--- config.mk ---
export PLATFORM = sky130hd
export DESIGN_NAME = pidramp_regs
export DESIGN_NICKNAME = d
export VERILOG_FILES = /design/src/sv/pidramp_pkg.sv /design/src/sv/pidramp_regs.sv
export SDC_FILE = /design/constraint.sdc
export NUM_CORES = 1
export LEC_CHECK = 0
export ABC_AREA = 1
export BUFFER_PORTS_ARGS = -buffer_cell sky130_fd_sc_hd__buf_4
export CAP_MARGIN = 20
export CORE_MARGIN = 8
export CORE_UTILIZATION = 55
export DETAILED_ROUTE_END_ITERATION = 16
export MAX_ROUTING_LAYER = met4
export PLACE_DENSITY = 0.92
export RECOVER_POWER = 100
export SLEW_MARGIN = 20
export SYNTH_ARGS = -nofsm -noshare
export SYNTH_HDL_FRONTEND = slang
export SYNTH_SLANG_ARGS = --single-unit
--- constraint.sdc ---
create_clock -name clk -period 1.7 [get_ports clk]
set_input_delay 0.17 -clock clk [delete_from_list [all_inputs] [get_ports clk]]
set_output_delay 0.17 -clock clk [all_outputs]
set_load 0.03 [all_outputs]
--- src/sv/pidramp_pkg.sv ---
// shared types and register indexes for the pid step with ramp limit
package pidramp_pkg;

    localparam int GainWidth  = 32;
    localparam int LimitWidth = 31;
    localparam int IndexWidth = 3;

    typedef enum logic [IndexWidth-1:0] {
        REG_PROP_GAIN  = 3'd0,
        REG_INTEG_GAIN = 3'd1,
        REG_DERIV_GAIN = 3'd2,
        REG_OUT_LIMIT  = 3'd3,
        REG_RAMP_STEP  = 3'd4
    } reg_index_t;

    typedef struct packed {
        logic signed [GainWidth-1:0] prop_gain;
        logic signed [GainWidth-1:0] integ_gain_half_period;
        logic signed [GainWidth-1:0] deriv_gain_per_period;
        logic [LimitWidth-1:0]       output_limit;
        logic [LimitWidth-1:0]       ramp_step;
    } cfg_t;

endpackage

--- src/sv/pidramp_regs.sv ---
// configuration register file
module pidramp_regs (
    input  logic                                   clk,
    input  logic                                   rst_n,
    input  logic                                   cfg_valid,
    output logic                                   cfg_ready,
    input  logic [pidramp_pkg::IndexWidth-1:0]     cfg_index,
    input  logic [pidramp_pkg::GainWidth-1:0]      cfg_data,
    output pidramp_pkg::cfg_t                      cfg
);

    pidramp_pkg::cfg_t cfg_reg;
    pidramp_pkg::cfg_t cfg_next;

    assign cfg_ready = 1'b1;
    assign cfg       = cfg_reg;

    always_comb
    begin
        cfg_next = cfg_reg;
        if (cfg_valid)
        begin
            case (pidramp_pkg::reg_index_t'(cfg_index))
                pidramp_pkg::REG_PROP_GAIN:  cfg_next.prop_gain = $signed(cfg_data);
                pidramp_pkg::REG_INTEG_GAIN: cfg_next.integ_gain_half_period = $signed(cfg_data);
                pidramp_pkg::REG_DERIV_GAIN: cfg_next.deriv_gain_per_period = $signed(cfg_data);
                pidramp_pkg::REG_OUT_LIMIT:
                    cfg_next.output_limit = cfg_data[pidramp_pkg::LimitWidth-1:0];
                pidramp_pkg::REG_RAMP_STEP:
                    cfg_next.ramp_step = cfg_data[pidramp_pkg::LimitWidth-1:0];
                default: cfg_next = cfg_reg;
            endcase
        end
    end

    always_ff @(posedge clk or negedge rst_n)
    begin
        if (!rst_n)
        begin
            cfg_reg.prop_gain              <= '0;
            cfg_reg.integ_gain_half_period <= '0;
            cfg_reg.deriv_gain_per_period  <= '0;
            cfg_reg.output_limit           <= '1;
            cfg_reg.ramp_step              <= '0;
        end
        else
        begin
            cfg_reg <= cfg_next;
        end
    end

endmodule

==> out/metrics.yaml <==
floorplan:
  start_util_pct: 55.8
  fp.dieArea_um2: 15100
  pin_count: 197
  die_width_um: 123
  core.rowCount: 39
  die_height_um: 123
  core_region_area_um2: 11300
placed_design:
  pre_cts_slack_ns: 0.262
  global_placer_s_final_weighted_congestion: 0.899
  portBuffers: 195
  dpl.hpwl_um: 13700
clock_network:
  post_cts_resized: 0
  clock_insertion_delay_worst_skew_ns: 0.42
  clock_sink_count: 158
  cts.repair_timing.setup_buffer_count: 0
  ctsRootBufferMaster: "clkbuf_16"
  cts.hold.buffers_added: 26
  cts-htree-levels: 4
  cts-buffers-inserted: 17
  cts_tree: "built"
  clock_tree_buf_depth: 2
  cts.reportedPaths.clkPinSlew_ns: 0.07
synth:
  xor_and_xnor_fraction_of_the_mapped_netlist_area_pct: 0
  postSynthRegisterBits: 158
  synth_simple_gate_area_share_pct: 32.0
  combined_area_of_all_synthesized_cells_um2: 6290
  synth_top_family_by_area: "simple AND/OR/NAND/NOR gates"
  synthesis.nets: 735
  fraction_of_the_mapped_netlist_area_in_compound_gates_pct: 0
  synth_seq_area_share_pct: 63.5
  synth.top_cells.by_area: "dfrtp_1 (51%), nand2_1 (21%), dfstp_2 (13%), nand3_1 (10%), buf_2 (2.3%)"
  postSynthAreaPerCell_um2: 9.02
  synthAdderAreaFrac_pct: 0
  netlist-cell-type-count: 14
  synth.area.mux_share_pct: 0
  postSynthCellCount: 697
  synthDominantCellAreaShare_pct: 50.5
  post-synth-top-area-cell: "dfrtp_1"
  synth-warning-count: 0
grt:
  total_global_routing_overflow: 0
  grt_pass1_wl_um: 32800
  grtUsageTotal_pct: 29.2
  first_global_vias: 6111
  antenna_found_initial: 1
  maximum_number_of_pins_on_one_net_before_global_route_repair: 53
route:
  detail_route.drc_violations: 0
  route.detailed.wl_per_inst_um: 19.5
  drt_pre_antenna_iters: 7
  routed-via-count: 5926
  antenna_violating_nets_post_route: 0
  routed_wl_um: 20900
  vias_per_cell: 5.53
  dr.first_iter.drc_count: 716
setup_path:
  endpoint_kind: "output pin"
  critPathSlowestCell: "dfstp_2"
  path_max_fanout: 2
  kind_of_start_point_of_the_critical_path: "register"
  critPathBufInv: 1
  critPathRequiredTime_ns: 1.53
  criticalPathCategory: "register to output pin"
  critical-path-max-stage-delay_ns: 0.54
  worstPathArrival_ns: 1.30
  crit_family: "flip-flops"
  path_cells: "clkbuf_1"
timing:
  finalMaxSlewViolations: 0
  report.final.setup_viol: 0
  final.period_utilization_pct: 86.6
  fin_ws_ns: 0.229
  fin_tns_setup_ns: 0
  finalCriticalPeriod_ns: 1.47
  timing.hold.ws_ns: 0.00755
  timing.slew.headroom_pct: 22.8
  hold_viol: 0
  timing_worst_slew_pin_value_ns: 1.15
  maxClockFrequency_mhz: 680
  rsz0062_at_grt: "false"
  finClkSkew_ns: 0
layout:
  largest_register_ff_count: 158
  num-fill-cells: 915
  most_frequent_standard_cell_in_the_layout_excluding_fill_and_tap_cells: "nand2_1"
  drive_above_1_share_pct: 13.2
  area_growth_syn_to_layout_pct: 29.9
  finish.net_count: 952
  most_frequent_cells_in_the_layout: "nand2_1 (355), clkbuf_1 (165), nand3_1 (127), dfrtp_1 (127), buf_4 (46)"
pwr:
  peakVddDrop_v: 0.000896
  static-leakage-power_nw: 4.18
  power.density_nw_per_um2: 1540
run:
  cap_viol_max_count: 0
run_status:
  outcome: "finished, final reports clean"
hold_path:
  hold_path_class: "input pin to register"
## report_power, final
| part | switching [mW] | internal, mW | total (mW) |
|---|---|---|---|
| Clock | 1.65 | 2.66 | 4.31 |
| Sequential | 0.458 | 4.57 | 5.02 |
| Combinational | 2.54 | 0.685 | 3.23 |
| Total | 4.65 | 7.91 | 12.6 |
## cells in the mapped netlist, drive strengths merged
| cell | number |
|---|---|
| inv | 6 |
| dfstp | 31 |
| nand2 | 355 |
| nand3 | 127 |
| buf | 45 |
| conb | 1 |
| dfrtp | 127 |
| nor2 | 5 |
## per-stage QoR
stage	power [mW]	util, %	cell area (um2)	cells
4_1_cts	13.2	78.2	8820	1070
3_5_place_dp	8.83	70.0	7890	1012
3_3_place_gp	8.72	70.0	7890	1012
2_1_floorplan	7.11	-	6290	697
6_report	12.6	72.4	8170	1072
5_1_grt	13.0	72.4	8160	1071
## area by class of cell
| class | count | area (um2) | area share (%) |
|---|---|---|---|
| clock inverters | 15 | 241 | 2.96 |
| repair buffers | 243 | 1280 | 15.7 |
| flip-flops and latches | 158 | 3990 | 48.9 |
| clock buffers | 17 | 425 | 5.21 |
| well taps | 143 | 179 | 2.19 |
| multi-input cells | 488 | 2020 | 24.7 |
| inverters | 6 | 22.5 | 0.276 |
| diodes | 2 | 5.00 | 0.0613 |
## worst paths after layout
path / endpoint / slack, ns / from / cells after the start
max in group asynchronous: cfg[38] / 0.41 / rst_n / 3
min reg2reg: cfg[44] / 0.47 / cfg[44] / 2
max reg2reg: cfg[58] / 0.93 / cfg[58] / 2
max: cfg[60] / 0.23 / cfg[60] / 1
min: cfg[39] / 0.008 / cfg_data[8] / 3
min in group asynchronous: cfg[153] / 0.42 / rst_n / 2
## logic make-up after synthesis
family        Yosys count
buf+inv                51
flops                 158
simple gates          487
other cells             1
## layer usage
metal  GRT usage [%]  up-vias  wire length [um]  share of wire, %
met5               -        -                 0                 0
met4            16.8        0              1090               5.2
met3            6.03       79              1750               8.4
met2            45.6      331             10200                49
met1            34.8     2887              7870                38
li1                -     2629                 -                 -
Note: power is estimated with default switching activity, not from simulation.
